**src/design/ufh_pkg.sv**
```systemverilog
// Shared constants, types and the FNV-1 mixing function of the UTF-8 string hash block.
package ufh_pkg;

   localparam logic [31:0] FNV_BASIS = 32'h811C_9DC5;
   localparam logic [31:0] FNV_PRIME = 32'h0100_0193;
   localparam logic [15:0] REPL_UNIT = 16'hFFFD;
   localparam logic [15:0] SURR_HI_BASE = 16'hD800;
   localparam logic [15:0] SURR_LO_BASE = 16'hDC00;
   localparam logic [20:0] CP_SUPP_BASE = 21'h01_0000;
   localparam logic [20:0] CP_MAX = 21'h10_FFFF;
   localparam logic [20:0] CP_MIN_2BYTE = 21'h00_0080;
   localparam logic [20:0] CP_MIN_3BYTE = 21'h00_0800;

   localparam int QUEUE_DEPTH_DEFAULT = 4;

   // One command from the decoder to the mixer: first repl_count replacement
   // units, then unit_count (0 to 2) decoded units, then the hash if last is set.
   typedef struct packed {
      logic [2:0]  repl_count;
      logic [1:0]  unit_count;
      logic [15:0] unit0;
      logic [15:0] unit1;
      logic        last;
   } ufh_cmd_type;

   function automatic logic [31:0] fnv_mix(input logic [31:0] hash, input logic [15:0] unit);
      logic [31:0] product;
      product = hash * FNV_PRIME;
      return product ^ {16'h0000, unit};
   endfunction

endpackage

```
**src/design/ufh_req_if.sv**
```systemverilog
// Input channel of the UTF-8 string hash block: one string byte per item.
interface ufh_req_if;
   logic       valid;
   logic       ready;
   logic [7:0] data_byte;
   logic       has_byte;
   logic       last;

   modport source (output valid, data_byte, has_byte, last, input ready);
   modport sink (input valid, data_byte, has_byte, last, output ready);
endinterface

```
**src/design/ufh_rsp_if.sv**
```systemverilog
// Result channel of the UTF-8 string hash block: one hash per string.
interface ufh_rsp_if;
   logic        valid;
   logic        ready;
   logic [31:0] hash;

   modport source (output valid, hash, input ready);
   modport sink (input valid, hash, output ready);
endinterface

```
**src/design/ufh_front.sv**
```systemverilog
// UTF-8 decoder front end: turns input bytes into mixing commands for the queue.
module ufh_front
   import ufh_pkg::*;
(
   input  logic        clock,
   input  logic        reset,
   ufh_req_if.sink     req_bus,
   input  logic        queue_full,
   output logic        push,
   output ufh_cmd_type push_cmd
);

   logic [23:0] pend_bytes_ff, pend_bytes_in;
   logic [1:0]  pend_count_ff, pend_count_in;
   logic [1:0]  need_count_ff, need_count_in;

   logic        accept;
   logic        is_cont;
   logic        is_lead;
   logic [1:0]  lead_need;
   logic [20:0] code_point;
   logic [20:0] supp_offset;
   logic        bad_seq;
   ufh_cmd_type cmd;

   assign req_bus.ready = !queue_full;
   assign accept = req_bus.valid && !queue_full;

   always_comb begin
      is_cont = (req_bus.data_byte[7:6] == 2'b10);
      is_lead = 1'b1;
      lead_need = 2'd0;
      if (req_bus.data_byte[7:5] == 3'b110) begin
         lead_need = 2'd1;
      end else if (req_bus.data_byte[7:4] == 4'b1110) begin
         lead_need = 2'd2;
      end else if (req_bus.data_byte[7:3] == 5'b11110) begin
         lead_need = 2'd3;
      end else begin
         is_lead = 1'b0;
      end
   end

   // Code point of a sequence that the current continuation byte completes.
   always_comb begin
      unique case (pend_count_ff)
         2'd1: begin
            code_point = {10'b0, pend_bytes_ff[4:0], req_bus.data_byte[5:0]};
            bad_seq = (code_point < CP_MIN_2BYTE);
         end
         2'd2: begin
            code_point = {5'b0, pend_bytes_ff[11:8], pend_bytes_ff[5:0],
                          req_bus.data_byte[5:0]};
            bad_seq = (code_point < CP_MIN_3BYTE);
         end
         2'd3: begin
            code_point = {pend_bytes_ff[18:16], pend_bytes_ff[13:8], pend_bytes_ff[5:0],
                          req_bus.data_byte[5:0]};
            bad_seq = (code_point < CP_SUPP_BASE) || (code_point > CP_MAX);
         end
         default: begin
            code_point = '0;
            bad_seq = 1'b1;
         end
      endcase
      supp_offset = code_point - CP_SUPP_BASE;
   end

   always_comb begin
      cmd = '0;
      cmd.last = req_bus.last;
      pend_bytes_in = pend_bytes_ff;
      pend_count_in = pend_count_ff;
      need_count_in = need_count_ff;

      if (req_bus.has_byte) begin
         if (pend_count_ff != 2'd0 && is_cont) begin
            if (need_count_ff <= 2'd1) begin
               pend_bytes_in = '0;
               pend_count_in = 2'd0;
               need_count_in = 2'd0;
               if (bad_seq) begin
                  cmd.unit_count = 2'd1;
                  cmd.unit0 = REPL_UNIT;
               end else if (code_point[20:16] == 5'd0) begin
                  cmd.unit_count = 2'd1;
                  cmd.unit0 = code_point[15:0];
               end else begin
                  cmd.unit_count = 2'd2;
                  cmd.unit0 = SURR_HI_BASE + {6'b0, supp_offset[19:10]};
                  cmd.unit1 = SURR_LO_BASE + {6'b0, supp_offset[9:0]};
               end
            end else begin
               pend_bytes_in = {pend_bytes_ff[15:0], req_bus.data_byte};
               pend_count_in = pend_count_ff + 2'd1;
               need_count_in = need_count_ff - 2'd1;
            end
         end else begin
            // A broken sequence gives one replacement unit per buffered byte.
            cmd.repl_count = {1'b0, pend_count_ff};
            pend_bytes_in = '0;
            pend_count_in = 2'd0;
            need_count_in = 2'd0;
            if (!req_bus.data_byte[7]) begin
               cmd.unit_count = 2'd1;
               cmd.unit0 = {8'h00, req_bus.data_byte};
            end else if (is_lead) begin
               pend_bytes_in = {16'h0000, req_bus.data_byte};
               pend_count_in = 2'd1;
               need_count_in = lead_need;
            end else begin
               cmd.unit_count = 2'd1;
               cmd.unit0 = REPL_UNIT;
            end
         end
      end

      // A sequence cut off by the end of the string. No decoded unit can be
      // waiting in this case, so the order among the replacements is free.
      if (req_bus.last) begin
         cmd.repl_count = cmd.repl_count + {1'b0, pend_count_in};
         pend_bytes_in = '0;
         pend_count_in = 2'd0;
         need_count_in = 2'd0;
      end
   end

   assign push = accept && (cmd.repl_count != 3'd0 || cmd.unit_count != 2'd0 || cmd.last);
   assign push_cmd = cmd;

   always_ff @(posedge clock) begin
      if (reset) begin
         pend_bytes_ff <= '0;
         pend_count_ff <= 2'd0;
         need_count_ff <= 2'd0;
      end else if (accept) begin
         pend_bytes_ff <= pend_bytes_in;
         pend_count_ff <= pend_count_in;
         need_count_ff <= need_count_in;
      end
   end

   // A command never asks for more than four units.
   assert property (@(posedge clock) disable iff (reset)
      push |-> ({1'b0, push_cmd.repl_count} + {2'b0, push_cmd.unit_count}) <= 4'd4)
      else $error("command carries more than four units");

endmodule

```
**src/design/ufh_queue.sv**
```systemverilog
// Command queue between the decoder and the hash mixer.
module ufh_queue
   import ufh_pkg::*;
#(
   parameter int DEPTH = QUEUE_DEPTH_DEFAULT
) (
   input  logic        clock,
   input  logic        reset,
   input  logic        push,
   input  ufh_cmd_type push_cmd,
   output logic        full,
   input  logic        pop,
   output logic        head_valid,
   output ufh_cmd_type head_cmd
);

   localparam int PTR_W = (DEPTH > 1) ? $clog2(DEPTH) : 1;
   localparam int CNT_W = $clog2(DEPTH + 1);
   localparam logic [PTR_W-1:0] PTR_LAST = PTR_W'(DEPTH - 1);
   localparam logic [CNT_W-1:0] CNT_FULL = CNT_W'(DEPTH);

   ufh_cmd_type            entry_ff [DEPTH];
   logic [PTR_W-1:0]       wr_ptr_ff, wr_ptr_in;
   logic [PTR_W-1:0]       rd_ptr_ff, rd_ptr_in;
   logic [CNT_W-1:0]       count_ff, count_in;

   assign full = (count_ff == CNT_FULL);
   assign head_valid = (count_ff != '0);
   assign head_cmd = entry_ff[rd_ptr_ff];

   always_comb begin
      wr_ptr_in = wr_ptr_ff;
      rd_ptr_in = rd_ptr_ff;
      count_in = count_ff;
      if (push) begin
         wr_ptr_in = (wr_ptr_ff == PTR_LAST) ? '0 : wr_ptr_ff + 1'b1;
      end
      if (pop) begin
         rd_ptr_in = (rd_ptr_ff == PTR_LAST) ? '0 : rd_ptr_ff + 1'b1;
      end
      if (push && !pop) begin
         count_in = count_ff + 1'b1;
      end else if (pop && !push) begin
         count_in = count_ff - 1'b1;
      end
   end

   always_ff @(posedge clock) begin
      if (push) begin
         entry_ff[wr_ptr_ff] <= push_cmd;
      end
   end

   always_ff @(posedge clock) begin
      if (reset) begin
         wr_ptr_ff <= '0;
         rd_ptr_ff <= '0;
         count_ff <= '0;
      end else begin
         wr_ptr_ff <= wr_ptr_in;
         rd_ptr_ff <= rd_ptr_in;
         count_ff <= count_in;
      end
   end

   assert property (@(posedge clock) disable iff (reset) pop |-> head_valid)
      else $error("queue popped while empty");
   assert property (@(posedge clock) disable iff (reset) push |-> (!full || pop) && !full)
      else $error("queue pushed while full");

endmodule

```
**src/design/ufh_back.sv**
```systemverilog
// Hash mixer: applies FNV-1 to one UTF-16 unit per cycle unless stalled; gives the hash.
module ufh_back
   import ufh_pkg::*;
(
   input  logic        clock,
   input  logic        reset,
   input  logic        head_valid,
   input  ufh_cmd_type head_cmd,
   output logic        pop,
   ufh_rsp_if.source   rsp_bus
);

   logic [31:0] hash_ff, hash_in;
   logic [1:0]  step_ff, step_in;
   logic        rsp_valid_ff, rsp_valid_in;
   logic [31:0] rsp_hash_ff, rsp_hash_in;

   logic [2:0]  unit_total;
   logic [2:0]  step_ext;
   logic [2:0]  unit_index;
   logic [15:0] cur_unit;
   logic [31:0] hash_mixed;
   logic        final_step;
   logic        out_free;
   logic        advance;
   logic        emit;

   assign rsp_bus.valid = rsp_valid_ff;
   assign rsp_bus.hash = rsp_hash_ff;

   always_comb begin
      unit_total = head_cmd.repl_count + {1'b0, head_cmd.unit_count};
      step_ext = {1'b0, step_ff};
      unit_index = step_ext - head_cmd.repl_count;
      if (step_ext < head_cmd.repl_count) begin
         cur_unit = REPL_UNIT;
      end else if (unit_index == 3'd0) begin
         cur_unit = head_cmd.unit0;
      end else begin
         cur_unit = head_cmd.unit1;
      end
      hash_mixed = (unit_total != 3'd0) ? fnv_mix(hash_ff, cur_unit) : hash_ff;
      final_step = (step_ext + 3'd1 >= unit_total);
      out_free = !rsp_valid_ff || rsp_bus.ready;
      advance = head_valid && (!(final_step && head_cmd.last) || out_free);
      emit = advance && final_step && head_cmd.last;
      pop = advance && final_step;
   end

   always_comb begin
      hash_in = hash_ff;
      step_in = step_ff;
      rsp_valid_in = rsp_valid_ff && !rsp_bus.ready;
      rsp_hash_in = rsp_hash_ff;
      if (advance) begin
         hash_in = hash_mixed;
         step_in = final_step ? 2'd0 : step_ff + 2'd1;
      end
      if (emit) begin
         rsp_valid_in = 1'b1;
         rsp_hash_in = hash_mixed;
         hash_in = FNV_BASIS;
      end
   end

   always_ff @(posedge clock) begin
      if (reset) begin
         hash_ff <= FNV_BASIS;
         step_ff <= 2'd0;
         rsp_valid_ff <= 1'b0;
      end else begin
         hash_ff <= hash_in;
         step_ff <= step_in;
         rsp_valid_ff <= rsp_valid_in;
      end
      rsp_hash_ff <= rsp_hash_in;
   end

   assert property (@(posedge clock) disable iff (reset) emit |=> hash_ff == FNV_BASIS)
      else $error("hash not restarted after a result");
   assert property (@(posedge clock) disable iff (reset)
      head_valid && unit_total != 3'd0 |-> step_ext < unit_total)
      else $error("unit step ran past the command");
   assert property (@(posedge clock) disable iff (reset) !head_valid |-> step_ff == 2'd0)
      else $error("unit step left over without a command");

endmodule

```
**src/design/utf8_fnv1_string_hash_top.sv**
```systemverilog
// Top level of the UTF-8 string hash block: decoder, command queue and hash mixer.
//
// This block takes a UTF-8 string one byte per item and returns the 32-bit
// FNV-1 hash of the string's UTF-16 code units: for each unit the hash is
// multiplied by 0x01000193 and then XORed with the unit, starting from
// 0x811C9DC5. Code points above 0xFFFF are hashed as a surrogate pair, high
// unit first. Malformed input is hashed as 0xFFFD: a stray continuation byte,
// a bad lead byte, an overlong form or a value above 0x10FFFF each give one
// 0xFFFD, and a sequence broken by a non-continuation byte or cut off by the
// end of the string gives one 0xFFFD for its lead and one for each
// continuation byte already received. Surrogate code points written as
// 3-byte forms pass through unchanged. An item with last set ends the string
// and produces one result item carrying the hash; has_byte low with last set
// ends the string without adding a byte, so an empty string hashes to
// 0x811C9DC5, and has_byte low without last does nothing. The decoder takes
// one byte per cycle as long as the command queue has room. The mixer
// behind the queue hashes the UTF-16 units of each item in order (up to four
// per item) and also takes an item that ends the string without adding a
// unit; items that give no unit and do not end the string never reach it. A
// result is loaded into the output register once the mixer has hashed the
// last unit of its string and the output register is free, and is held there
// until taken; meanwhile the decoder keeps accepting bytes of the next
// string until the queue of QUEUE_DEPTH commands fills.
module utf8_fnv1_string_hash_top
   import ufh_pkg::*;
#(
   parameter int QUEUE_DEPTH = QUEUE_DEPTH_DEFAULT
) (
   input  logic       clock,
   input  logic       reset,
   ufh_req_if.sink    req_bus,
   ufh_rsp_if.source  rsp_bus
);

   logic        push;
   ufh_cmd_type push_cmd;
   logic        queue_full;
   logic        pop;
   logic        head_valid;
   ufh_cmd_type head_cmd;

   // Decoder: classifies each byte and keeps the partial UTF-8 sequence.
   ufh_front u_front (
      .clock      (clock),
      .reset      (reset),
      .req_bus    (req_bus),
      .queue_full (queue_full),
      .push       (push),
      .push_cmd   (push_cmd)
   );

   // Decouples byte intake from the unit-at-a-time mixing.
   ufh_queue #(
      .DEPTH (QUEUE_DEPTH)
   ) u_queue (
      .clock      (clock),
      .reset      (reset),
      .push       (push),
      .push_cmd   (push_cmd),
      .full       (queue_full),
      .pop        (pop),
      .head_valid (head_valid),
      .head_cmd   (head_cmd)
   );

   // Mixer: runs the FNV-1 step and owns the result register.
   ufh_back u_back (
      .clock      (clock),
      .reset      (reset),
      .head_valid (head_valid),
      .head_cmd   (head_cmd),
      .pop        (pop),
      .rsp_bus    (rsp_bus)
   );

endmodule
```
**src/flat_wrapper.sv**
```systemverilog
// flat-port wrapper written by rule: the top's interface ports become plain ports
module utf8_fnv1_string_hash_top_flat import ufh_pkg::*;
#(
   parameter int QUEUE_DEPTH = QUEUE_DEPTH_DEFAULT
)
  (clock, reset, req_bus_valid, req_bus_data_byte, req_bus_has_byte, req_bus_last, req_bus_ready, rsp_bus_valid, rsp_bus_hash, rsp_bus_ready);
  ufh_req_if req_bus_i ();
  ufh_rsp_if rsp_bus_i ();
  input  logic clock;
  input  logic reset;
  input wire logic [$bits(req_bus_i.valid)-1:0] req_bus_valid;
  input wire logic [$bits(req_bus_i.data_byte)-1:0] req_bus_data_byte;
  input wire logic [$bits(req_bus_i.has_byte)-1:0] req_bus_has_byte;
  input wire logic [$bits(req_bus_i.last)-1:0] req_bus_last;
  output wire logic [$bits(req_bus_i.ready)-1:0] req_bus_ready;
  output wire logic [$bits(rsp_bus_i.valid)-1:0] rsp_bus_valid;
  output wire logic [$bits(rsp_bus_i.hash)-1:0] rsp_bus_hash;
  input wire logic [$bits(rsp_bus_i.ready)-1:0] rsp_bus_ready;
  assign req_bus_i.valid = req_bus_valid;
  assign req_bus_i.data_byte = req_bus_data_byte;
  assign req_bus_i.has_byte = req_bus_has_byte;
  assign req_bus_i.last = req_bus_last;
  assign req_bus_ready = req_bus_i.ready;
  assign rsp_bus_valid = rsp_bus_i.valid;
  assign rsp_bus_hash = rsp_bus_i.hash;
  assign rsp_bus_i.ready = rsp_bus_ready;
  utf8_fnv1_string_hash_top #(.QUEUE_DEPTH(QUEUE_DEPTH)) u_core (.clock(clock), .reset(reset), .req_bus(req_bus_i), .rsp_bus(rsp_bus_i));
endmodule
```
**config.mk**
```make
export PLATFORM = sky130hd
export DESIGN_NAME = utf8_fnv1_string_hash_top_flat
export DESIGN_NICKNAME = d
export VERILOG_FILES = /design/src/design/ufh_pkg.sv /design/src/design/ufh_req_if.sv /design/src/design/ufh_rsp_if.sv /design/src/design/ufh_front.sv /design/src/design/ufh_queue.sv /design/src/design/ufh_back.sv /design/src/design/utf8_fnv1_string_hash_top.sv /design/src/flat_wrapper.sv
export SDC_FILE = /design/constraint.sdc
export NUM_CORES = 1
export LEC_CHECK = 0
export BUFFER_PORTS_ARGS = -buffer_cell sky130_fd_sc_hd__buf_2
export CAP_MARGIN = 5
export CORE_UTILIZATION = 65
export DETAILED_ROUTE_END_ITERATION = 7
export PLACE_DENSITY = 0.84
export SLEW_MARGIN = 20
export SYNTH_ARGS = -nofsm -noshare
export SYNTH_HDL_FRONTEND = slang
export SYNTH_HIERARCHICAL = 1
export SYNTH_SLANG_ARGS = --single-unit
```
**constraint.sdc**
```tcl
create_clock -name clock -period 13.1 [get_ports clock]
set_input_delay 2.62 -clock clock [delete_from_list [all_inputs] [get_ports clock]]
set_output_delay 2.62 -clock clock [all_outputs]
set_load 0.02 [all_outputs]
```
==> impl_metrics.json, run 1 <==
{
  "status": "complete, no violations",
  "syn-cell-area_um2": 16300,
  "cap_violations": 0,
  "synthCells": 1400,
  "holdBufCountCts": 0,
  "setup_viol": 0,
  "insertedDiodeCount": 0,
  "hp-class": "reg -> reg",
  "drt_pre_antenna_iters": 5,
  "syn_nets": 1697,
  "synthFlopType": "edfxtp_1",
  "tritoncts": "yes",
  "setup-tns-final_ns": 0,
  "post_cts_buffers": 0,
  "path_class": "reg -> reg",
  "finalClockSkew_ns": 0.0103,
  "numCtsBuffers": 26,
  "post_synth_num_cell_types": 82,
  "antenna_found_initial": 0,
  "pin_count": 48,
  "die_w_um": 160,
  "routabilityCongestion": 0.930,
  "drtIter0Drc": 796,
  "grtUsageTotal_pct": 28.9,
  "cts_sinks": 247,
  "synth-seq-cells": 247,
  "final_nets": 1728,
  "cts_resized": 0,
  "clock_tree.root_cell": "clkbuf_16",
  "portBuffers": 47,
  "drc_errors": 0,
  "path_max_fanout": 8,
  "start_kind": "register",
  "grt_pass1_vias": 11100,
  "avgSynthCellArea_um2": 11.7,
  "grt_pass1_wl_mm": 58.1,
  "maxSlewHeadroom_pct": 25.6,
  "slew_violations": 0,
  "rsz0062_at_grt": "no",
  "die_area_um2": 25700,
  "ant_nets": 0,
  "die_h_um": 160,
  "rows": 57,
  "synth_seq_area_share_pct": 41.6,
  "clk_pin_slew_ns": 0.06,
  "grt_max_degree": 39,
  "worst_pin_slew_ns": 1.12,
  "dp_hpwl_mm": 25.3,
  "h-tree-depth": 1,
  "syn_to_final_growth_pct": 8.05,
  "grt.overflow.total": 0,
  "timing.final.crit_share_pct": 44.0,
  "clockBufferDepth": 3,
  "core_area_um2": 24500,
  "period_needed_ns": 5.76,
  "start_util_pct": 66.7,
  "wl_mm": 35.8,
  "drive_gt1_share_pct": 12.3,
  "num_vias": 10800,
  "end_kind": "register",
  "viasPerCell": 6.09,
  "worstPathRequired_ns": 13.40,
  "cp.arrival_ns": 6.06,
  "clk_latency_ns": 0.55,
  "post_drt_wl_per_cell_um": 20.2,
  "hold_viol": 0,
  "yosysWarningCount": 6,
  "async_reset_ff_share_pct": 0,
  "synth_edf_count": 184,
  "max_clock_freq_mhz": 174
}
## cells in the final DEF (no fill, tap or decap), types with 7 or more instances in the layout
master     synthesis  final
ha_1             205    205
edfxtp_1         184    184
inv_1            167    167
nand2_1          139    139
fa_1              78     78
a21oi_1           64     64
dfxtp_1           63     62
nor2_1            62     61
buf_2              8     47
xnor2_1           44     44
mux4_2            38     38
nand3_1           35     35
clkbuf_16          0     26
o21ai_0           27     26
a21o_1            22     22
xor2_1            16     16
a31oi_1           15     15
nor3b_1           13     13
nand2b_1          11     11
buf_4              8     11
nand4_1            9      9
and2_1            13      9
a22oi_1            9      9
nor3_1             9      8
and3_1             7      7
o21a_1             7      7
a211oi_1           7      7
## per-stage QoR
stage,std cells,area [um^2],util (%),hold WS [ns],worst slack [ns]
finish,1775,17600,72.1,0.504,7.34
global route,1775,17600,72.1,0.519,7.10
CTS,1774,17600,72.0,0.501,7.37
detailed placement,1726,16800,68.6,0.492,7.37
global placement,1726,16800,68.6,0.483,7.48
floorplan,1400,16300,-,0.453,7.89
## cell usage after synthesis (7+ instances only)
cell type | n | area [um^2]
clkbuf_1 | 33 | 124
fa_1 | 78 | 1560
a21oi_1 | 64 | 320
nand2_1 | 139 | 522
a21o_1 | 22 | 165
mux4_2 | 38 | 856
nor3_1 | 9 | 45.0
nand3_1 | 35 | 175
a211oi_1 | 7 | 52.6
inv_1 | 167 | 627
a31oi_1 | 15 | 93.8
o21a_1 | 7 | 52.6
dfxtp_1 | 63 | 1260
xor2_1 | 16 | 140
nand2b_1 | 11 | 68.8
o21ai_0 | 27 | 135
nor3b_1 | 13 | 97.6
ha_1 | 205 | 2560
and3_1 | 7 | 43.8
buf_2 | 8 | 40.0
and2_1 | 13 | 81.3
nor2_1 | 62 | 233
a22oi_1 | 9 | 67.6
buf_4 | 8 | 60.1
xnor2_1 | 44 | 385
nand4_1 | 9 | 56.3
edfxtp_1 | 184 | 5530
## worst max-delay path, stage by stage (launching register included)
cell	delay, ns
dfxtp_1	0.56
ha_1	0.32
ha_1	0.31
fa_1	0.49
ha_1	0.22
fa_1	0.49
ha_1	0.29
inv_1	0.05
fa_1	0.52
inv_1	0.04
ha_1	0.38
nand4_1	0.19
or3_1	0.40
a21oi_2	0.19
nor2_1	0.10
o2111ai_1	0.29
a31o_1	0.20
a21oi_2	0.06
xnor2_1	0.14
mux2_2	0.26
## logic make-up (layout without fill, tap and decap cells)
family | count (synthesis) | in the layout | synth area share, %
other | 1 | 1 | 0.0230
multiplexers | 50 | 50 | 6.05
AO/OA/AOI/OAI | 210 | 210 | 8.75
XOR/XNOR | 60 | 60 | 3.22
flip-flops | 247 | 247 | 41.6
AND/OR/NAND/NOR | 326 | 326 | 9.43
buffers and inverters | 223 | 274 | 5.67
adder cells (fa/ha/maj) | 283 | 283 | 25.3
## cell type report
| cell class | count | area, um^2 |
|---|---|---|
| clock buffers | 30 | 666 |
| clock inverters | 18 | 170 |
| fillers | 1610 | 6830 |
| flip-flops and latches | 247 | 6790 |
| well taps | 324 | 405 |
| repair buffers | 59 | 345 |
| multi-input cells | 930 | 8630 |
| inverters | 167 | 627 |
## final timing paths
kind,from,endpoint,slack (ns),cells past startpoint
worst max-delay path,u_core/u_back/hash_ff[5],u_core/u_back/rsp_bus.hash[31],7.34,19
worst min-delay path,u_core/u_front/pend_bytes_ff[5],u_core/u_front/pend_bytes_ff[5],0.50,2
worst max register to register,u_core/u_back/hash_ff[5],u_core/u_back/rsp_bus.hash[31],7.34,19
worst min register to register,u_core/u_front/pend_bytes_ff[5],u_core/u_front/pend_bytes_ff[5],0.50,2
## sequential cells by signal, summed over array words and instances (netlist names), named ones only
name	cells
u_core/u_queue/rd_ptr_ff	2
u_core/u_queue/count_ff	3
u_core/u_back/rsp_bus.valid	1
u_core/u_front/pend_bytes_ff	15
u_core/u_queue/entry_ff	152
u_core/u_queue/wr_ptr_ff	2
u_core/u_back/step_ff	2
u_core/u_back/hash_ff	32
u_core/u_front/pend_count_ff	2
u_core/u_front/need_count_ff	2
u_core/u_back/rsp_bus.hash	32
## per-layer routing
layer	routed length, um	share of wire [%]	global-route usage, %
met5	0	0	0
met4	1510	4.2	11.3
met3	2490	6.9	3.87
met2	18000	50	50.3
met1	13900	39	36.8
Power of run 1 is not shown: default switching activity piles up to over one toggle a cycle in this logic, so the estimate is an artifact.
==> run 2: changes to the inputs <==
- ABC_AREA: not set -> 1
- CORE_UTILIZATION: 65 -> 58
- PLACE_DENSITY: 0.84 -> 0.79
- clock period: 13.1 -> 4.76 ns (I/O delays scaled with it)
==> impl_metrics.json, run 2 <==
{
  "status": "finished, violations left",
  "violations": "negative setup slack",
  "hold_end": "u_core/u_front/need_count_ff[0]",
  "met3_usage_pct": 4.65,
  "worst_pin_slew_ns": 0.767,
  "final_cell_mix": "389 x nand2_1, 325 x inv_1, 191 x nor2_1",
  "syn_nets": 2338,
  "stdcell_count": 2603,
  "cap_violations": 0,
  "clock_tree.root_cell": "clkbuf_16",
  "dp_hpwl_mm": 34.4,
  "grt_pass1_wl_mm": 75.4,
  "synth_area_leaders": "edfxtp_1 31%, ha_1 15%, nand2_1 9.0%, fa_1 8.9%, inv_1 7.3%",
  "portBuffers": 47,
  "worstHoldStart": "u_core/u_front/need_count_ff[0]",
  "die_w_um": 176,
  "hold_depth": 2,
  "met2_usage_pct": 55.4,
  "clk_pin_slew_ns": 0.07,
  "rsz0062_at_grt": "yes",
  "grt_pass1_vias": 14400,
  "cts_sinks": 247,
  "insertedDiodeCount": 0,
  "rr_worst_depth": 20,
  "clockBufferDepth": 3,
  "fill_cells": 2144,
  "crit_cells": 20,
  "avgSynthCellArea_um2": 8.63,
  "die_h_um": 176,
  "grtUsageTotal_pct": 31.5,
  "rows": 63,
  "crit_path_start": "u_core/u_back/hash_ff[13]",
  "rr_startpoint": "u_core/u_back/hash_ff[13]",
  "end_kind": "register",
  "syn_to_final_growth_pct": 20.9,
  "fin_area_um2": 21300,
  "syn-cell-area_um2": 17600,
  "crit_path_top_delay_cell": "fa_1",
  "worst-path-buf-inv": 3,
  "path_max_fanout": 4,
  "r2r_slack_ns": -0.0007,
  "reg2reg_to": "u_core/u_back/rsp_bus.hash[29]",
  "clk_latency_ns": 0.58,
  "largest_reg_flops": 152,
  "slew_violations": 0,
  "timing.final.crit_share_pct": 100,
  "synth.most_common_cell": "nand2_1",
  "numCtsBuffers": 28,
  "async_reset_ff_share_pct": 0,
  "final_common_cell": "nand2_1",
  "path_delay_family": "adder cells",
  "tritoncts": "yes",
  "grt_use_met1_pct": 38.3,
  "path_cells": "ha_1, ha_4, fa_1, ha_2, fa_1, ha_1, inv_1, fa_1, inv_1, ha_4, nand2_2, buf_4, nor2_4, nand2_2, nor3_2, nand2_1, nand3_1, nand2_1, nand3_2, nand2_1",
  "hp-class": "reg -> reg",
  "synth_edf_count": 184,
  "fin_ws_ns": -0.000690,
  "start_kind": "register",
  "num_vias": 14800,
  "start_util_pct": 59.1,
  "path_class": "reg -> reg",
  "finalClockSkew_ns": 0.0220,
  "die_area_um2": 31100,
  "post_drt_wl_per_cell_um": 19.1,
  "yosysWarningCount": 6,
  "worstPathRequired_ns": 5.07,
  "drt_pre_antenna_iters": 8,
  "hold_viol": 0,
  "setup_viol": 1,
  "dp_cells": 2541,
  "cp.arrival_ns": 5.07,
  "grt.overflow.total": 0,
  "antenna_found_initial": 2,
  "maxSlewHeadroom_pct": 48.7,
  "max_clock_freq_mhz": 210,
  "setup-tns-final_ns": -0.000690,
  "drc_errors": 0,
  "drive_gt1_share_pct": 21.8,
  "post_synth_num_cell_types": 47,
  "cpPeakStageDelay_ns": 0.58,
  "routabilityCongestion": 0.950,
  "dpl_cell_area_um2": 18900,
  "wl_mm": 49.8,
  "synthFlopType": "edfxtp_1",
  "synth_top_area_share_pct": 31.4,
  "top_usage_layer": "met2",
  "synth_common_cells": "423 x nand2_1, 342 x inv_1, 215 x nor2_1, 205 x ha_1, 184 x edfxtp_1",
  "grt_max_degree": 65,
  "final_nets": 2488,
  "synth_top_area_cell": "edfxtp_1",
  "ant_nets": 0,
  "pin_count": 48,
  "drtIter0Drc": 1236,
  "synth_seq_area_share_pct": 38.5,
  "viasPerCell": 5.68,
  "core_area_um2": 29800,
  "multi_input_area_um2": 10300,
  "period_needed_ns": 4.76,
  "regArea_um2": 6840,
  "top_register": "u_core/u_queue/entry_ff",
  "h-tree-depth": 1,
  "holdWs_ns": 0.476,
  "synthCells": 2041,
  "synth-seq-cells": 247
}
[run 2: worst reg2reg max path: stages, from the launching register on]
cell	delay, ns
dfxtp_2	0.36
ha_1	0.34
ha_4	0.23
fa_1	0.58
ha_2	0.20
fa_1	0.44
ha_1	0.31
inv_1	0.06
fa_1	0.54
inv_1	0.07
ha_4	0.29
nand2_2	0.09
buf_4	0.16
nor2_4	0.13
nand2_2	0.08
nor3_2	0.17
nand2_1	0.13
nand3_1	0.10
nand2_1	0.07
nand3_2	0.08
nand2_1	0.06
[run 2: metal layers]
metal	share of wire, %	up-vias
met5	0.052	-
met4	5.3	4
met3	6.9	164
met2	50	599
met1	38	7079
li1	-	6932
[run 2: cell families after synthesis]
| kind of cell | synth area share, % |
|---|---|
| buffers and inverters | 9.71 |
| AOI/OAI and AO/OA | 7.68 |
| other | 0.0213 |
| DFF | 38.5 |
| and+or+nand+nor | 19.7 |
| xor gates and xnor gates | 0.994 |
| adders and majority gates | 23.4 |
[run 2: worst max path at each step]
stage	end	slack, ns
after global placement	u_core/u_back/rsp_bus.hash[30]	-0.30
after floorplan	u_core/u_back/rsp_bus.hash[31]	0.06
final	u_core/u_back/rsp_bus.hash[29]	-0.0007
after global routing	u_core/u_back/hash_ff[29]	-0.13
after detailed placement	u_core/u_back/rsp_bus.hash[30]	-0.34
after CTS	u_core/u_back/rsp_bus.hash[30]	-0.001
[run 2: final cells by class]
type | instances | area share [%]
multi-input cells | 1381 | 48.6
flip-flops and latches | 247 | 32.1
inverters | 351 | 6.20
repair buffers | 182 | 6.13
clock buffers | 36 | 3.62
well taps | 390 | 2.29
clock inverters | 16 | 1.05
[run 2: per-stage QoR]
stage	setup slack, ns	util, %
after floorplan	0.0564	-
after global placement	-0.300	63.6
after detailed placement	-0.342	63.6
after CTS	-0.000954	68.7
after global routing	-0.129	71.5
final	-0.000690	71.5
[run 2: what timing repair did]
item                                    CTS  global route
endpoints found under the setup margin   35            41
hold endpoints to repair                  0             0
hold buffers                              0             0
gates resized for setup                  96           158
cloned                                    0             0
setup buffers                             3             7
pin swaps                                27            81
Power of run 2 is left out for the same reason.
